## src/rtl/ipdd_pkg.sv

```systemverilog
`default_nettype none

package ipdd_pkg;

    localparam int unsigned HDR_LEN = 5;
    localparam int unsigned LEN_W   = 17;
    localparam logic [LEN_W-1:0] LEN_MAX = '1;
    localparam logic [7:0] CH_COLON = 8'h3A;
    localparam logic [7:0] CH_ZERO  = 8'h30;
    localparam logic [7:0] CH_NINE  = 8'h39;

    typedef enum logic [2:0] {
        PH_HUNT = 3'b001,
        PH_LEN  = 3'b010,
        PH_DATA = 3'b100
    } phase_t;

    typedef struct packed {
        logic       valid;
        logic [7:0] data;
        logic       last;
    } result_t;

    function automatic logic [7:0] hdr_char(input logic [2:0] idx);
        logic [7:0] c;
        begin
            unique case (idx)
                3'd0:    c = 8'h2B;
                3'd1:    c = 8'h49;
                3'd2:    c = 8'h50;
                3'd3:    c = 8'h44;
                3'd4:    c = 8'h2C;
                default: c = 8'h2B;
            endcase
            return c;
        end
    endfunction

endpackage

`default_nettype wire

```

## src/rtl/ipdd_parse.sv

```systemverilog
`default_nettype none

module ipdd_parse #(
    parameter int unsigned LENGTH_DIGITS = 5
) (
    input  wire logic                clk,
    input  wire logic                rst_n,
    input  wire logic                step,
    input  wire logic [7:0]          rx_byte,
    output ipdd_pkg::result_t        result
);

    localparam int unsigned DC_W = $clog2(LENGTH_DIGITS + 1);
    localparam int unsigned LW   = ipdd_pkg::LEN_W;

    ipdd_pkg::phase_t  phase_reg, phase_next;
    logic [2:0]        hidx_reg, hidx_next;
    logic [DC_W-1:0]   dcnt_reg, dcnt_next;
    logic              frozen_reg, frozen_next;
    logic [LW-1:0]     flen_reg, flen_next;
    logic [LW-1:0]     bpass_reg, bpass_next;

    logic [LW-1:0]     bp_inc;
    logic [LW+3:0]     acc;
    logic [2:0]        hidx_eff;
    logic              is_digit;

    assign bp_inc   = bpass_reg + LW'(1);
    assign is_digit = (rx_byte >= ipdd_pkg::CH_ZERO) && (rx_byte <= ipdd_pkg::CH_NINE);
    assign acc      = {1'b0, flen_reg, 3'b000} + {3'b000, flen_reg, 1'b0}
                    + (LW+4)'(rx_byte - ipdd_pkg::CH_ZERO);
    assign hidx_eff = (hidx_reg >= 3'(ipdd_pkg::HDR_LEN)) ? 3'd0 : hidx_reg;

    always_comb
    begin
        phase_next  = phase_reg;
        hidx_next   = hidx_reg;
        dcnt_next   = dcnt_reg;
        frozen_next = frozen_reg;
        flen_next   = flen_reg;
        bpass_next  = bpass_reg;
        result      = '0;
        result.data = rx_byte;
        if (step)
        begin
            unique case (phase_reg)
                ipdd_pkg::PH_DATA:
                begin
                    result.valid = 1'b1;
                    result.last  = (bp_inc == flen_reg);
                    bpass_next   = bp_inc;
                    if (bp_inc == flen_reg)
                    begin
                        phase_next  = ipdd_pkg::PH_HUNT;
                        hidx_next   = 3'd0;
                        dcnt_next   = '0;
                        frozen_next = 1'b0;
                        flen_next   = '0;
                        bpass_next  = '0;
                    end
                end
                ipdd_pkg::PH_LEN:
                begin
                    if (rx_byte == ipdd_pkg::CH_COLON)
                    begin
                        bpass_next = '0;
                        if (flen_reg == '0)
                        begin
                            phase_next  = ipdd_pkg::PH_HUNT;
                            hidx_next   = 3'd0;
                            dcnt_next   = '0;
                            frozen_next = 1'b0;
                        end
                        else
                        begin
                            phase_next = ipdd_pkg::PH_DATA;
                        end
                    end
                    else if (dcnt_reg < DC_W'(LENGTH_DIGITS))
                    begin
                        dcnt_next = dcnt_reg + DC_W'(1);
                        if (!frozen_reg)
                        begin
                            if (is_digit)
                                flen_next = (acc > (LW+4)'(ipdd_pkg::LEN_MAX)) ?
                                            ipdd_pkg::LEN_MAX : acc[LW-1:0];
                            else
                                frozen_next = 1'b1;
                        end
                    end
                end
                default:
                begin
                    phase_next = ipdd_pkg::PH_HUNT;
                    if (ipdd_pkg::hdr_char(hidx_eff) == rx_byte)
                    begin
                        hidx_next = hidx_eff + 3'd1;
                        if (hidx_eff == 3'(ipdd_pkg::HDR_LEN - 1))
                        begin
                            phase_next  = ipdd_pkg::PH_LEN;
                            hidx_next   = 3'd0;
                            dcnt_next   = '0;
                            frozen_next = 1'b0;
                            flen_next   = '0;
                            bpass_next  = '0;
                        end
                    end
                    else
                    begin
                        hidx_next = 3'd0;
                    end
                end
            endcase
        end
    end

    always_ff @(posedge clk or negedge rst_n)
    begin
        if (!rst_n)
        begin
            phase_reg  <= ipdd_pkg::PH_HUNT;
            hidx_reg   <= 3'd0;
            dcnt_reg   <= '0;
            frozen_reg <= 1'b0;
            flen_reg   <= '0;
            bpass_reg  <= '0;
        end
        else
        begin
            phase_reg  <= phase_next;
            hidx_reg   <= hidx_next;
            dcnt_reg   <= dcnt_next;
            frozen_reg <= frozen_next;
            flen_reg   <= flen_next;
            bpass_reg  <= bpass_next;
        end
    end

endmodule

`default_nettype wire

```

## src/rtl/ipd_payload_deframer.sv

```systemverilog
// Payload deframer for a modem receive stream. Takes one received byte per beat
// on rx, hunts for the "+IPD," header, reads the decimal length up to ':' (first
// LENGTH_DIGITS characters, a non-digit freezes the value, saturating at 131071)
// and forwards exactly that many bytes on payload, last_of_frame marking the
// final one. A zero length goes back to hunting with nothing sent. One byte per
// clock while rx_ready is high: the parser updates its state in the cycle a byte
// is accepted and the beat appears in the next cycle from the output register;
// rx_ready drops only while that register holds a beat payload_ready has not taken.
`default_nettype none

module ipd_payload_deframer #(
    parameter int unsigned LENGTH_DIGITS = 5
) (
    input  wire logic       clk,
    input  wire logic       rst_n,
    input  wire logic       rx_valid,
    output logic            rx_ready,
    input  wire logic [7:0] rx_byte,
    output logic            payload_valid,
    input  wire logic       payload_ready,
    output logic [7:0]      payload_byte,
    output logic            last_of_frame
);

    ipdd_pkg::result_t result;
    logic              step;
    logic              ovalid_reg;
    logic [7:0]        obyte_reg;
    logic              olast_reg;

    assign rx_ready = !ovalid_reg || payload_ready;
    assign step     = rx_valid && rx_ready;

    ipdd_parse #(
        .LENGTH_DIGITS(LENGTH_DIGITS)
    ) u_parse (
        .clk    (clk),
        .rst_n  (rst_n),
        .step   (step),
        .rx_byte(rx_byte),
        .result (result)
    );

    always_ff @(posedge clk or negedge rst_n)
    begin
        if (!rst_n)
            ovalid_reg <= 1'b0;
        else if (rx_ready)
            ovalid_reg <= result.valid;
    end

    always_ff @(posedge clk)
    begin
        if (result.valid)
        begin
            obyte_reg <= result.data;
            olast_reg <= result.last;
        end
    end

    assign payload_valid = ovalid_reg;
    assign payload_byte  = obyte_reg;
    assign last_of_frame = olast_reg;

endmodule

`default_nettype wire

```

## config.mk

```make
export PLATFORM = sky130hd
export DESIGN_NAME = ipd_payload_deframer
export DESIGN_NICKNAME = d
export VERILOG_FILES = /design/src/rtl/ipdd_pkg.sv /design/src/rtl/ipdd_parse.sv /design/src/rtl/ipd_payload_deframer.sv
export SDC_FILE = /design/constraint.sdc
export NUM_CORES = 1
export LEC_CHECK = 0
export BUFFER_PORTS_ARGS = -buffer_cell sky130_fd_sc_hd__buf_2
export CAP_MARGIN = 20
export CORE_AREA = 3 3 102 104
export CTS_BUF_LIST = sky130_fd_sc_hd__clkbuf_8 sky130_fd_sc_hd__clkbuf_16
export DETAILED_ROUTE_END_ITERATION = 10
export DIE_AREA = 0 0 105 107
export HOLD_SLACK_MARGIN = 0.03
export PLACE_DENSITY = 0.66
export SYNTH_ARGS = -nofsm -noshare
export SYNTH_HDL_FRONTEND = slang
export SYNTH_SLANG_ARGS = --single-unit
export TNS_END_PERCENT = 30
```

## constraint.sdc

```tcl
create_clock -name clk -period 3.8 [get_ports clk]
set_input_delay 0.76 -clock clk [delete_from_list [all_inputs] [get_ports clk]]
set_output_delay 0.76 -clock clk [all_outputs]
set_load 0.005 [all_outputs]
```

# After elaboration in Yosys (flattened, before gate mapping)
# Index checks and enable logic that the tools add are counted.
# classes
add_sub_neg	6
magnitude_cmp	5
n_eq_ne	18
n_mux	44
n_reduce_logical	14
# ops
cell	count
17-bit two-way mux	10
17-bit case mux with 2 select lines	2
3-bit two-way mux	14
7-bit case mux with 4 select lines	1
20-bit by 18-bit adder with 21-bit output	1
21-bit adder	1
21-bit by 17-bit > comparator with 1-bit output (second input constant)	1
3-bit case mux with 2 select lines	3
17-bit by 1-bit adder with 17-bit output (second input constant)	1
17-bit == test	1
17-bit zero test	1
8-bit two-way mux	2
1-bit two-way mux	10
2-bit by 1-bit inequality test with 1-bit output (second input constant)	5
3-bit by 2-bit == test with 1-bit output (second input constant)	3
8-bit by 6-bit subtractor with 9-bit output (second input constant)	1
8-bit by 6-bit == test with 1-bit output (second input constant)	1
8-bit == test	1
8-bit by 6-bit >= comparator with 1-bit output (second input constant)	1
8-bit by 6-bit <= comparator with 1-bit output (second input constant)	1
4-bit AND reduction	2
8-bit AND reduction	1
3-bit by 1-bit adder with 3-bit output (second input constant)	2
3-bit == test (second input constant)	2
other kinds (16)	19
# word_totals
register_bits	54
input_bits	12
out_inout_bits	11

# Depth between registers and ports, before layout
# Gate-level depths: netlist of the first run.
# depth
word_depth	9
mapped_depth	16
ltp_nobuf	14

# Modules after synthesis
# A second synthesis of the first run with hierarchy kept.
# unflattened
hier_cells	524
area_unflattened_um2	4742.0
# by_module_without_submodules
module	instances	cells_per_inst	area_each_um2	seq_area_each_um2
ipdd_parse	1	511	4418.0	1102.3
ipd_payload_deframer	1	13	324.1	295.3

# Worst setup path before layout of the first run
# Ideal clock, no wire load.
# synth_path
path_type	input port to flip-flop
startpoint	input rx_byte[4]
endpoint	register u_parse.flen_reg[10]
t_arrival_ps	4719
t_required_ps	3717
slack_ps	-1002
cell_stages	13
cell_sequence	ha_1 -> nor3_1 -> fa_1 -> ha_1 -> nand4_1 -> a211o_1 -> and2_1 -> o221ai_1 -> o211ai_1 -> o21bai_1 -> clkbuf_1 -> nor2_1 -> o21ai_0
# synth_via
elab_chain_len	9
elab_cells_between_ends	18
# synth_lines
item	line	rtl
start, declared	ipd_payload_deframer.sv:18	input wire logic [7:0] rx_byte,
8-bit by 6-bit subtractor with 9-bit output	ipdd_parse.sv:31	+ (LW+4)'(rx_byte - ipdd_pkg::CH_ZERO);
21-bit adder	ipdd_parse.sv:31	
21-bit by 17-bit > comparator with 1-bit output	ipdd_parse.sv:85	flen_next = (acc > (LW+4)'(ipdd_pkg::LEN_MAX)) ?
17-bit two-way mux	ipdd_parse.sv:85	
17-bit two-way mux	ipdd_parse.sv:84	if (is_digit)
17-bit two-way mux	ipdd_parse.sv:82	if (!frozen_reg)
17-bit two-way mux	ipdd_parse.sv:79	else if (dcnt_reg < DC_W'(LENGTH_DIGITS))
17-bit two-way mux	ipdd_parse.sv:64	if (rx_byte == ipdd_pkg::CH_COLON)
17-bit case mux with 2 select lines	ipdd_parse.sv:46	unique case (phase_reg)
end signal, assigned	ipdd_parse.sv:134	flen_reg <= flen_next;
end, declared	ipdd_parse.sv:20	logic [LW-1:0] flen_reg, flen_next;
# Several ways; a longest one is shown, not always the timed one. The select of a mux whose other input is x is not followed.
# A chain may end at the register's enable or synchronous reset.

# Final worst setup path of the first run
# layout_path
startpoint	input rx_byte[4]
endpoint	register u_parse.flen_reg[5]
# The elaborated chain is that of the path after synthesis.

==> results of run 1 <==
power groups by stage:
stage	clock network, W	registers, W	logic [W]
floorplan	0	0.000617	0.000143
global placement	0	0.000630	0.000196
detailed placement	0	0.000631	0.000201
CTS	0.000355	0.000619	0.000203
global route	0.000374	0.000622	0.000230
finish	0.000342	0.000620	0.000205
cell usage after synthesis, types with 7 or more instances:
cell type / n
sky130_fd_sc_hd__a21oi_1: 25
sky130_fd_sc_hd__nor3_1: 8
sky130_fd_sc_hd__nor2_1: 45
sky130_fd_sc_hd__fa_1: 16
sky130_fd_sc_hd__xnor2_1: 20
sky130_fd_sc_hd__o31ai_1: 12
sky130_fd_sc_hd__edfxtp_1: 9
sky130_fd_sc_hd__ha_1: 30
sky130_fd_sc_hd__o21ai_0: 58
sky130_fd_sc_hd__nand3_1: 20
sky130_fd_sc_hd__dfrtp_1: 44
sky130_fd_sc_hd__a31oi_1: 7
sky130_fd_sc_hd__nand2_1: 60
sky130_fd_sc_hd__nand4_1: 11
sky130_fd_sc_hd__inv_1: 34
sky130_fd_sc_hd__xor2_1: 16
sky130_fd_sc_hd__buf_2: 7
sky130_fd_sc_hd__clkbuf_1: 8
final timing paths:
kind / slack, ns / endpoint / depth (start not counted)
max: 0.19 / u_parse.flen_reg[5] / 16
min: 0.40 / u_parse.bpass_reg[8] / 1
max reg2reg: 0.32 / u_parse.flen_reg[5] / 13
min reg2reg: 0.51 / u_parse.frozen_reg / 2
max in group asynchronous: 2.83 / u_parse.phase_reg[0] / 2
min in group clk: 0.51 / u_parse.frozen_reg / 2
logic make-up (layout without fill, tap and decap cells):
family | count (synthesis) | count (layout) | synth area share
adders and majority gates | 46 | 46 | 0.148
and+or+nand+nor | 197 | 197 | 0.218
muxes | 2 | 2 | 0.00452
xor gates and xnor gates | 36 | 36 | 0.0670
DFF | 54 | 54 | 0.297
AOI/OAI and AO/OA | 151 | 151 | 0.205
buffers and inverters | 59 | 100 | 0.0609
final cells by class:
cell class	count	share of cell area
multi-input cells	432	0.590
flip-flops and latches	54	0.262
repair buffers	57	0.0746
well taps	133	0.0312
inverters	35	0.0246
clock buffers	5	0.0129
clock inverters	3	0.00469
repair_timing:
action,4_1_cts,5_1_grt
gates resized for setup,0,2
hold buffers,0,0
setup endpoints to repair,0,15
setup buffers,0,0
cells in the final DEF (no fill, tap or decap), types with 3 or more instances in the layout:
cell                        Yosys  routed
sky130_fd_sc_hd__a211o_1        3       3
sky130_fd_sc_hd__a211oi_1       4       4
sky130_fd_sc_hd__a21o_1         6       6
sky130_fd_sc_hd__a21oi_1       25      24
sky130_fd_sc_hd__a31oi_1        7       7
sky130_fd_sc_hd__and2_1         6       5
sky130_fd_sc_hd__and3_1         5       5
sky130_fd_sc_hd__buf_2          7      22
sky130_fd_sc_hd__buf_4          3      33
sky130_fd_sc_hd__clkbuf_8       0       5
sky130_fd_sc_hd__dfrtp_1       44      44
sky130_fd_sc_hd__edfxtp_1       9       9
sky130_fd_sc_hd__fa_1          16      16
sky130_fd_sc_hd__ha_1          30      24
sky130_fd_sc_hd__ha_4           0       6
sky130_fd_sc_hd__inv_1         34      34
sky130_fd_sc_hd__nand2_1       60      60
sky130_fd_sc_hd__nand2b_1       4       4
sky130_fd_sc_hd__nand3_1       20      20
sky130_fd_sc_hd__nand4_1       11      11
sky130_fd_sc_hd__nor2_1        45      45
sky130_fd_sc_hd__nor2b_1        4       4
sky130_fd_sc_hd__nor3_1         8       7
sky130_fd_sc_hd__nor3b_1        4       4
sky130_fd_sc_hd__nor4_1         6       6
sky130_fd_sc_hd__o2111ai_1      6       4
sky130_fd_sc_hd__o211ai_1       4       4
sky130_fd_sc_hd__o21a_1         4       4
sky130_fd_sc_hd__o21ai_0       58      47
sky130_fd_sc_hd__o21ai_1        0      11
sky130_fd_sc_hd__o21bai_1       4       3
sky130_fd_sc_hd__o31ai_1       12      12
sky130_fd_sc_hd__o41ai_1        5       5
sky130_fd_sc_hd__xnor2_1       20      20
sky130_fd_sc_hd__xor2_1        16      16
routing by layer:
metal / vias up / track usage / routed length [microns]
met3: 9 / 0.0217 / 437
met1: 1976 / 0.300 / 5610
li1: 2046 / - / -
met4: 0 / 0.0422 / 93
met5: - / 0 / 0
met2: 80 / 0.327 / 5050
metrics by stage:
| step | hold slack (ns) | setup slack, ns | power, W | std cells | setup TNS [ns] |
|---|---|---|---|---|---|
| floorplan | 0.450 | -0.0311 | 0.000761 | 545 | -0.301 |
| global placement | 0.473 | -0.105 | 0.000826 | 710 | -1.05 |
| detailed placement | 0.490 | -0.160 | 0.000832 | 710 | -1.98 |
| CTS | 0.520 | 0.146 | 0.00118 | 718 | 0 |
| global route | 0.415 | 0.00311 | 0.00123 | 719 | 0 |
| finish | 0.398 | 0.190 | 0.00117 | 719 | 0 |
==> reports/summary.md, run 1 <==
The flow ran to the end, and the final reports show no timing, DRC or antenna violations. The first global-routing pass estimated 18,900 microns of wire. The tools report the start point of the critical path as rx_byte[4]. In this run the worst hold path is classified as input pin to async pin.

The combinational share of power is 0.176. The cell count after synthesis came out at 545. The pre-antenna-repair detailed-routing pass consisted of 5 iterations. STA classifies the critical path endpoint as a flip-flop.

The run gives 0 as the count of pins over their slew limit. For the warning count from the yosys run, the log shows 0. The actual transition at the worst max-transition pin is 0.648 ns, and the share of layout cells above drive strength 1 is 0.159.

The placed instances occupy a cell area of 0.00521 sq mm. The post-route clock period utilization is 0.950. The fraction of post-synthesis cell area in the top cell type by area works out to 0.234. TritonCTS built the clock tree. For this run, the top clock speed supported by timing is 277 MHz. After floorplanning, the core was sized to cover 0.00964 sq mm. The post-route core utilization is 0.554. Sorting the synthesized cells by area gives the leading types as sky130_fd_sc_hd__dfrtp_1 23%, sky130_fd_sc_hd__ha_1 8.0%, sky130_fd_sc_hd__fa_1 6.8%.

The switching power share of the total is 0.293, and the violation count after the first detailed-routing iteration is 232. Pin placement for this block handled 23 I/O pins. Yosys mapped a number of flops with a built-in enable equal to 9. The TritonCTS sink count is 54. The average wire per standard cell is 15.6 microns, and the largest net degree at the start of global routing is 46. The die covers 0.0112 sq mm.

The analysis attributes to net switching a power of 0.000342 W. Input and output buffers added on the ports amount to 22. The floorplan has 36 rows. The tools report the total routing usage reported by global routing as 0.204. For the initial cell density of the core, the log shows 0.488. Cell internal power was estimated by the tool at 0.000824 W. Traced cell by cell, the critical path runs through buf_2 > ha_4 > xor2_1 > fa_1 > inv_1 > ha_1 > a21o_1 > a21oi_1 > a211o_1 > and2_4 > o2111ai_2 > o2111ai_1 > o21bai_4 > buf_4 > nor2_1 > o21ai_0. Measured along the y axis, the die boundary spans 107 microns.

The total DRC errors in the routed layout is 0. The number of max-cap violations was 0. Sequential share of power: 0.531. In this run the critical register-to-register path is launched from u_parse.flen_reg[2]. The count of state elements after synthesis is 54. Setup violations remaining at the end of the flow were counted as 0.

For this design the static power due to leakage is 2.34 nW. The cell taking the most area after synthesis is sky130_fd_sc_hd__dfrtp_1. Relative to the synthesized area, the layout overhead comes to 13.4%.

The post-synth design cell area was 0.00471 sq mm; the total length of routed wires was 11,200 microns. Setup repair after global routing left no endpoint under its margin. The logs give 0 for the initial antenna violation count and 8770 microns for the placed wire-length estimate after detailed placement.

The headroom to the max-slew limit is 0.568, and the final instance area is 0.00534 sq mm. For the later-pin clock latency in the skew report, the log shows 0.32 ns. The via count of the first global-routing pass was 3,890; the net count of the mapped netlist was 603. 0 antenna diodes ended up in the layout. Together, buffers and inverters on the worst path number 3.

In this run, CTS created clock tree buffers numbering 5. Across the whole layout, storage elements account for 0.00140 sq mm. The worst setup path is launched from an input pin. The critical-path cell with the highest stage delay is sky130_fd_sc_hd__fa_1. The filler cells instantiated in the layout total 922.

On the critical path the largest part of the delay comes from compound AO/OA/AOI/OAI gates. The post-layout minimum cycle time was 3.61 ns. From left edge to right edge, the die measures 105 microns. After detailed routing, the number of vias per cell comes to 5.72.

After global routing the overflow that remains totals 0. The run gives 0.293 as the part of the power in the clock network. For this run, the leading register cell type out of synthesis is sky130_fd_sc_hd__dfrtp_1.

Async set-reset flop share out of synthesis: 0.833. Counting distinct cell types in the post-synthesis netlist gives 69. For this block, the via count after detailed routing is 4,111. For this run, the slowest stage of the critical path takes 0.48 ns. The count of endpoints failing hold in the final timing report is 0, and the remaining number of nets flagged by the antenna check after routing is 0. No sink is reached through more buffers than the 2 on the longest clock path. The H-tree was split into 2 levels. For the clock skew after layout, the log shows 0.0189 ns. Number of nets at the end of the flow: 643. Data on the critical path arrives at its endpoint at 3.80 ns.

The peak supply drop was 152 uV; the weighted congestion at the end of routability-driven global placement was 0.905. For this design the ratio of total power to cell area is 219 mW/mm^2. Highest fanout seen on the critical path: 7. Summing all multi-input logic gate instances after layout gives 0.00315 sq mm. Classification of the worst setup path: input pin to flip-flop.

In this run the clock root is driven by a sky130_fd_sc_hd__clkbuf_8. After clock tree synthesis, the clock-pin slew on the worst setup and hold paths is 0.11 ns. For the register area share after synthesis, the log shows 0.297. The average instance in the mapped netlist occupies 8.63 sq um. The required time at the endpoint of the critical path came out at 3.99 ns.
(Power assumes the default switching activity.)
==> run 2, diff against run 1 <==
--- a/config.mk
+++ b/config.mk
@@ -7,11 +7,10 @@
 export LEC_CHECK = 0
 export BUFFER_PORTS_ARGS = -buffer_cell sky130_fd_sc_hd__buf_2
 export CAP_MARGIN = 20
-export CORE_AREA = 3 3 102 104
+export CORE_AREA = 2 2 101 103
 export CTS_BUF_LIST = sky130_fd_sc_hd__clkbuf_8 sky130_fd_sc_hd__clkbuf_16
 export DETAILED_ROUTE_END_ITERATION = 10
-export DIE_AREA = 0 0 105 107
-export HOLD_SLACK_MARGIN = 0.03
+export DIE_AREA = 0 0 103 105
 export PLACE_DENSITY = 0.66
 export SYNTH_ARGS = -nofsm -noshare
 export SYNTH_HDL_FRONTEND = slang
==> run 2 against run 1 <==
Combinational power about the same. Register-to-register slack about the same. Via count up 0.19%. Global-route usage up 1.5 points. Critical endpoint is now u_parse.flen_reg[8]. Routed wire length up 2.5%. Clock-buffer cell count up 1. Maximum frequency down 1.0%. Largest cell class unchanged. Non-clock buffer count down 2.
==> reports/summary.md, run 2 (synthesis gave the netlist of run 1 again) <==
The flow ran to the end, and the final reports show no timing, DRC or antenna violations. The most frequent standard cell in the layout excluding fill and tap cells is sky130_fd_sc_hd__nand2_1 (unchanged). The number of max-cap violations was 0 (unchanged); the final setup violation count was 0 (unchanged).

The total power per unit cell area came out at 223 mW/mm^2 (was 219 mW/mm^2). The sequential share of power is 0.519 (was 0.531). Cells along the critical path: buf_2 > ha_4 > xor2_1 > fa_1 > inv_1 > ha_1 > a21o_1 > o21bai_1 > o2111ai_1 > a22oi_1 > nand2_1 > mux2i_2 > o21bai_4 > o21ai_0 > o21ai_0 (was buf_2 > ha_4 > xor2_1 > fa_1 > inv_1 > ha_1 > a21o_1 > a21oi_1 > a211o_1 > and2_4 > o2111ai_2 > o2111ai_1 > o21bai_4 > buf_4 > nor2_1 > o21ai_0).

The net switching power was 0.000335 W (was 0.000342 W); the post-detailed-route via-to-cell ratio was 5.74 (was 5.72). For the weighted congestion at the end of routability-driven global placement, the log shows 0.936 (was 0.905). The capturing element type of the critical path is a flip-flop (unchanged). For the number of CTS-inserted buffers, the log shows 5 (unchanged). The tools report the fmax as 274 MHz (was 277 MHz). Leading cell types in the layout, fill and taps excluded: 60 x sky130_fd_sc_hd__nand2_1, 46 x sky130_fd_sc_hd__o21ai_0, 45 x sky130_fd_sc_hd__nor2_1, 44 x sky130_fd_sc_hd__dfrtp_1, 35 x sky130_fd_sc_hd__inv_1 (was 60 x sky130_fd_sc_hd__nand2_1, 47 x sky130_fd_sc_hd__o21ai_0, 45 x sky130_fd_sc_hd__nor2_1, 44 x sky130_fd_sc_hd__dfrtp_1, 34 x sky130_fd_sc_hd__inv_1). The power consumption was 0.00119 W (was 0.00117 W); the count of input and output buffers was 22 (unchanged). The worst stage delay on the critical path came out at 0.48 ns (about the same).

For the total of fill cells in the finished design, the log shows 905 (was 922). Post-route core utilization: 0.556 (was 0.554). The class of the most critical hold timing path is input pin to async pin (unchanged). The tools report the via count of the first global-routing pass as 3,926 (was 3,890). The required time at the endpoint of the critical path was 3.99 ns (about the same); the deepest clock path buffer count was 2 (unchanged).

The highest fanout seen on the critical path was 6 (was 7). The number of buffer and inverter instances along the worst setup path is 2 (was 3). The layout overhead on the synthesized area came out at 13.8% (was 13.4%). The count of boundary I/O pins is 23 (unchanged), and the via count is 4,119 (was 4,111). The area of the die was 0.0108 sq mm (was 0.0112 sq mm); the count of pins over their slew limit was 0 (unchanged). The critical path's most frequent cell was sky130_fd_sc_hd__o21ai_0.

The internal cell power is 0.000859 W (was 0.000824 W). The count of endpoints failing hold in the final timing report is 0 (unchanged). The remaining number of nets flagged by the antenna check after routing is 0 (unchanged).

The actual transition at the worst max-transition pin was 0.666 ns (was 0.648 ns); the number of nets at the end of the flow was 641 (was 643). The arrival time at the worst endpoint is 3.84 ns (was 3.80 ns). The start point of the critical path was rx_byte[4] (unchanged).

The largest net degree at the start of global routing is 46 (unchanged), and the pre-CTS setup slack is -0.198 ns (was -0.160 ns). The critical-path cell with the highest stage delay is sky130_fd_sc_hd__fa_1 (unchanged). The root buffer selected by CTS was sky130_fd_sc_hd__clkbuf_8 (unchanged).

The switching power share of the total is 0.281 (was 0.293). The run gives 0.32 ns (about the same) as the later-pin clock latency in the skew report. Number of setup buffers added after CTS: 0 (unchanged). The depth of the CTS H-tree is 2 (unchanged), and the initial antenna violation count is 0 (unchanged). The logs give 708 (was 710) for the total instance count after detailed placement and 0.0204 ns (was 0.0189 ns) for the clock skew after layout. The classification of the worst setup path is input pin to flip-flop (unchanged). The tools report the placed wire-length estimate after detailed placement as 8790 microns (was 8770 microns). The total iterations of the first detailed-routing run is 4 (was 5), and the post-layout minimum cycle time is 3.65 ns (was 3.61 ns). The die span in x is 103 microns (was 105 microns).

The final cell count without fillers was 717 (was 719). Number of core rows: 36 (unchanged). The slack of the critical path is 0.153 ns (was 0.190 ns), and the post-route setup TNS is 0 ns (unchanged). The total length of routed wires is 11,500 microns (was 11,200 microns), and the area of the core region is 0.00964 sq mm (unchanged).

TritonCTS built the clock tree. The headroom to the max-slew limit is 0.550 (was 0.568). The average wire per standard cell works out to 16.0 microns (was 15.6 microns).

The part of the power in the clock network is 0.309 (was 0.293), and the post-CTS resize count is 0 (unchanged). The tools report the combinational share of power as 0.172 (was 0.176). The global-route wire length before repair was 19,100 microns (was 18,900 microns); the post-route clock period utilization was 0.960 (was 0.950). For the peak supply drop, the log shows 138 uV (was 152 uV). The total grt overflow is 0 (unchanged), and the TritonCTS sink count is 54 (unchanged). For the violation count after the first detailed-routing iteration, the log shows 337 (was 232).

The share of layout cells above drive strength 1 was 0.159 (about the same); the clock transition at the register clock pins on the worst setup and hold paths after CTS was 0.11 ns (about the same). The logs give 0.219 (was 0.204) for the total routing usage reported by global routing and 0.00317 sq mm (was 0.00315 sq mm) for the footprint of the multi-input gates. The static leakage came out at 2.34 nW (about the same).

The logs give 0.488 (unchanged) for the initial cell density of the core and 0 (unchanged) for the count of hold-fix buffers inserted at cts. The tools report the launching point of the worst reg2reg path as u_parse.bpass_reg[0] (was u_parse.flen_reg[2]). The area used by sequential logic in the layout came out at 0.00140 sq mm (unchanged). The critical path's top delay family is compound AO/OA/AOI/OAI gates (unchanged). The run gives 0 (unchanged) as the total DRC errors in the routed layout.

The tools report the critical path launch point type as an input pin (unchanged). The die extent in y is 105 microns (was 107 microns). Number of diodes: 0 (unchanged).
==> run 2: cell type report <==
class                      count  area share
clock inverter                 2     0.00234
multi-input combinational    432       0.592
inverter                      35      0.0245
tap                          133      0.0311
clock buffer                   6      0.0175
timing repair buffer          55      0.0715
sequential                    54       0.261
==> run 2: power groups by stage <==
stage,Combinational [W],Sequential (W),Clock [W]
2_1_floorplan,0.000143,0.000617,0
3_3_place_gp,0.000193,0.000630,0
3_5_place_dp,0.000198,0.000631,0
4_1_cts,0.000200,0.000619,0.000379
5_1_grt,0.000230,0.000622,0.000401
6_report,0.000206,0.000620,0.000368
==> run 2: metal layers <==
layer	GRT usage	wire, microns	vias up
met5	0	0	-
met4	0.0432	133	0
met3	0.0254	412	12
met2	0.330	5220	94
met1	0.338	5690	1975
li1	-	-	2038
==> run 2: worst reg2reg max path, cell delays in order, from the launching register on <==
cell and delay, ns:
sky130_fd_sc_hd__dfrtp_1 0.48, sky130_fd_sc_hd__ha_1 0.34, sky130_fd_sc_hd__nand4_1 0.23, sky130_fd_sc_hd__nor4_2 0.53, sky130_fd_sc_hd__or4_1 0.18, sky130_fd_sc_hd__o311ai_0 0.15
sky130_fd_sc_hd__o22ai_1 0.41, sky130_fd_sc_hd__o21ai_2 0.20, sky130_fd_sc_hd__or2_1 0.50, sky130_fd_sc_hd__o41ai_1 0.35
==> run 2: through the flow <==
| step | hold slack, ns | instance area [sq um] |
|---|---|---|
| finish | 0.347 | 5360 |
| global route | 0.349 | 5360 |
| CTS | 0.509 | 5300 |
| detailed placement | 0.477 | 5200 |
| global placement | 0.473 | 5200 |
| floorplan | 0.450 | 4840 |
==> run 2: path summary, 6_finish.rpt <==
path,endpoint,slack (ns),depth (start not counted)
max,u_parse.flen_reg[8],0.15,15
min,u_parse.dcnt_reg[1],0.35,1
max reg2reg,u_parse.bpass_reg[10],0.33,9
min reg2reg,u_parse.frozen_reg,0.51,2
max in group asynchronous,u_parse.phase_reg[0],2.90,2
min in group clk,u_parse.frozen_reg,0.51,2
==> run 3, diff against run 2 <==
--- a/config.mk
+++ b/config.mk
@@ -7,10 +7,10 @@
 export LEC_CHECK = 0
 export BUFFER_PORTS_ARGS = -buffer_cell sky130_fd_sc_hd__buf_2
 export CAP_MARGIN = 20
-export CORE_AREA = 2 2 101 103
+export CORE_AREA = 4 4 103 105
 export CTS_BUF_LIST = sky130_fd_sc_hd__clkbuf_8 sky130_fd_sc_hd__clkbuf_16
 export DETAILED_ROUTE_END_ITERATION = 10
-export DIE_AREA = 0 0 103 105
+export DIE_AREA = 0 0 107 109
 export PLACE_DENSITY = 0.66
 export SYNTH_ARGS = -nofsm -noshare
 export SYNTH_HDL_FRONTEND = slang
==> run 3 against run 2 <==
Clock-buffer cell count down 1. Clock skew decreased by 0.0052 ns. Final cell count grew 0.70%. First-iteration DRC count shrank 16%. Critical path depth grew 2. Total power decreased by 0.44%. Highest routed layer unchanged. Combinational power increased by 6%. Routed wire length rose by 0.99%. Global-route usage decreased by 1.6 points.
==> reports/summary.md, run 3 (synthesis gave the netlist of run 1 again) <==
The count of endpoints failing hold in the final timing report is 0 (unchanged). The logs give 0 (unchanged) for the total grt overflow and 0 (unchanged) for the count of pins over their slew limit. Average wire per standard cell: 16.0 microns (about the same). The number of buffer and inverter instances along the worst setup path was 5 (was 2); the total power per unit cell area was 218 mW/mm^2 (was 223 mW/mm^2).

The highest routed metal layer is met4 (unchanged). For the total iterations of the first detailed-routing run, the log shows 5 (was 4). The capturing element type of the critical path was a flip-flop (unchanged). The clock transition at the register clock pins on the worst setup and hold paths after CTS came out at 0.12 ns (was 0.11 ns). The post-route clock period utilization was 0.952 (was 0.960). The post-route met1 wirelength is 5700 microns (was 5690 microns), and the share of layout cells above drive strength 1 is 0.173 (was 0.159).

The area of the core region came out at 0.00964 sq mm (unchanged). The logic depth of the worst path, buffers included was 17 (was 15). For the depth of the CTS H-tree, the log shows 2 (unchanged).

The worst reg-to-reg path cell count was 14 (was 9); the actual transition at the worst max-transition pin was 0.643 ns (was 0.666 ns). The die span in x is 107 microns (was 103 microns). The run gives 5 (unchanged) as the number of CTS-inserted buffers.

The critical-path cell with the highest stage delay is sky130_fd_sc_hd__fa_1 (unchanged). The weighted congestion at the end of routability-driven global placement came out at 0.905 (was 0.936). The worst stage delay on the critical path is 0.49 ns (was 0.48 ns), and the post-layout minimum cycle time is 3.62 ns (was 3.65 ns). Peak supply drop: 157 uV (was 138 uV). The most frequent standard cell in the layout excluding fill and tap cells is sky130_fd_sc_hd__nand2_1 (unchanged).

The TritonCTS sink count is 54 (unchanged). The root buffer selected by CTS is sky130_fd_sc_hd__clkbuf_8 (unchanged). For the headroom to the max-slew limit, the log shows 0.566 (was 0.550). Leading cell types in the layout, fill and taps excluded: 60 x sky130_fd_sc_hd__nand2_1, 46 x sky130_fd_sc_hd__o21ai_0, 45 x sky130_fd_sc_hd__nor2_1, 44 x sky130_fd_sc_hd__dfrtp_1 (was 60 x sky130_fd_sc_hd__nand2_1, 46 x sky130_fd_sc_hd__o21ai_0, 45 x sky130_fd_sc_hd__nor2_1, 44 x sky130_fd_sc_hd__dfrtp_1, 35 x sky130_fd_sc_hd__inv_1). The run gives 0 (unchanged) as the remaining number of nets flagged by the antenna check after routing. The layout overhead on the synthesized area is 15.7% (was 13.8%). The run gives 0 (unchanged) as the number of diodes. For the count of hold-fix buffers inserted at cts, the log shows 0 (unchanged).

The termination of the worst setup path was u_parse.flen_reg[11] (was u_parse.flen_reg[8]). The worst hold slack came out at 0.232 ns (was 0.347 ns). The run gives 3.82 ns (was 3.84 ns) as the arrival time at the worst endpoint. Final cell count without fillers: 722 (was 717).

The classification of the worst setup path was input pin to flip-flop (unchanged). Global-route wire length before repair: 19,200 microns (was 19,100 microns). The tools report the total length of routed wires as 11,600 microns (was 11,500 microns). For the total of fill cells in the finished design, the log shows 931 (was 905). The tools report the violation count after the first detailed-routing iteration as 283 (was 337).

The post-detailed-route via-to-cell ratio was 5.71 (was 5.74). The part of the power in the clock network came out at 0.294 (was 0.309). The minimum setup slack among reg-to-reg paths was 0.27 ns (was 0.33 ns); the via count of the first global-routing pass was 3,878 (was 3,926). The run gives 2 (unchanged) as the deepest clock path buffer count. The net switching power was 0.000350 W (was 0.000335 W); the count of input and output buffers was 22 (unchanged). The post-route core utilization is 0.565 (was 0.556).

The critical path's top delay family was compound AO/OA/AOI/OAI gates (unchanged). The highest fanout seen on the critical path came out at 12 (was 6). The combinational share of power was 0.184 (was 0.172). The internal cell power came out at 0.000838 W (was 0.000859 W).

The run gives 0.0117 sq mm (was 0.0108 sq mm) as the area of the die. The die extent in y came out at 109 microns (was 105 microns). Setup repair after global routing left no endpoint under its margin. The tools report the initial antenna violation count as 0 (unchanged).

The tools report the total DRC errors in the routed layout as 0 (unchanged). The flow ran to the end, and the final reports show no timing, DRC or antenna violations. The total routing usage reported by global routing came out at 0.203 (was 0.219).

The initial cell density of the core came out at 0.488 (unchanged). The tools report the number of max-cap violations as 0 (unchanged). Sequential share of power: 0.521 (was 0.519). The tools report the number of core rows as 36 (unchanged). The logs give 0 ns (unchanged) for the post-route setup TNS and 710 (was 708) for the total instance count after detailed placement. Capturing point of the worst reg2reg path: u_parse.flen_reg[11] (was u_parse.bpass_reg[10]). The tools report the static leakage as 2.37 nW (was 2.34 nW). The number of nets at the end of the flow came out at 646 (was 641). The switching power share of the total works out to 0.295 (was 0.281).

TritonCTS built the clock tree. For the fmax, the log shows 276 MHz (was 274 MHz). The count of boundary I/O pins came out at 23 (unchanged). The class of the most critical hold timing path was input pin to async pin (unchanged). The clock skew after layout is 0.0152 ns (was 0.0204 ns). Cells along the critical path: buf_2 > buf_4 > a21oi_1 > xnor2_1 > fa_1 > inv_1 > ha_1 > o2111ai_1 > a211o_1 > a21oi_2 > o2111ai_1 > mux2i_1 > o21bai_4 > buf_12 > buf_4 > nor2_1 > o21ai_1 (was buf_2 > ha_4 > xor2_1 > fa_1 > inv_1 > ha_1 > a21o_1 > o21bai_1 > o2111ai_1 > a22oi_1 > nand2_1 > mux2i_2 > o21bai_4 > o21ai_0 > o21ai_0). Via count: 4,126 (was 4,119).

The required time at the endpoint of the critical path is 4.00 ns (was 3.99 ns). The placed wire-length estimate after detailed placement was 8800 microns (was 8790 microns); the wire length on met3 was 436 microns (was 412 microns). The start point of the critical path is rx_byte[5] (was rx_byte[4]).

The critical path launch point type was an input pin (unchanged). The final setup violation count is 0 (unchanged). Launching point of the worst reg2reg path: u_parse.flen_reg[0] (was u_parse.bpass_reg[0]). Met2 wire length: 5280 microns (was 5220 microns). The later-pin clock latency in the skew report was 0.32 ns (about the same). The largest net degree at the start of global routing is 46 (unchanged).
-- run 3: layout make-up --
type | instances | area (sq um) | area share
clock buffer | 5 | 68.8 | 0.0126
clock inverter | 3 | 28.8 | 0.00528
inverter | 35 | 131 | 0.0241
multi-input combinational | 432 | 3210 | 0.589
sequential | 54 | 1400 | 0.257
tap | 133 | 166 | 0.0306
timing repair buffer | 60 | 445 | 0.0818
-- run 3: how the worst min path moves through the flow --
| stage | to | from |
|---|---|---|
| floorplan | u_parse.frozen_reg | u_parse.frozen_reg |
| global placement | u_parse.frozen_reg | u_parse.frozen_reg |
| detailed placement | u_parse.frozen_reg | u_parse.frozen_reg |
| CTS | u_parse.frozen_reg | u_parse.frozen_reg |
| global route | u_parse.dcnt_reg[1] | rst_n |
| finish | u_parse.dcnt_reg[1] | rst_n |
-- run 3: layer usage --
metal,GRT usage,up-vias
li1,-,2051
met2,0.321,93
met4,0.0411,0
met1,0.302,1968
met5,0,-
met3,0.0243,14
-- run 3: power by group through the flow --
stage / sequential [W] / combinational, W / clock, W
final: 0.000620 / 0.000219 / 0.000350
after global routing: 0.000622 / 0.000244 / 0.000386
after CTS: 0.000619 / 0.000198 / 0.000360
after detailed placement: 0.000631 / 0.000197 / 0
after global placement: 0.000630 / 0.000191 / 0
after floorplan: 0.000617 / 0.000143 / 0
-- run 3: stage by stage --
| stage | total power [W] | area [sq um] | setup WS (ns) |
|---|---|---|---|
| 3_3_place_gp | 0.000822 | 5210 | -0.131 |
| 6_report | 0.00119 | 5450 | 0.181 |
| 5_1_grt | 0.00125 | 5450 | 0.00184 |
| 2_1_floorplan | 0.000761 | 4840 | -0.0311 |
| 3_5_place_dp | 0.000827 | 5210 | -0.187 |
| 4_1_cts | 0.00118 | 5310 | 0.128 |
-- run 3: repair_timing --
item	in CTS	in global routing
setup endpoints to repair	0	15
resized for setup	0	9
setup buffers	0	3
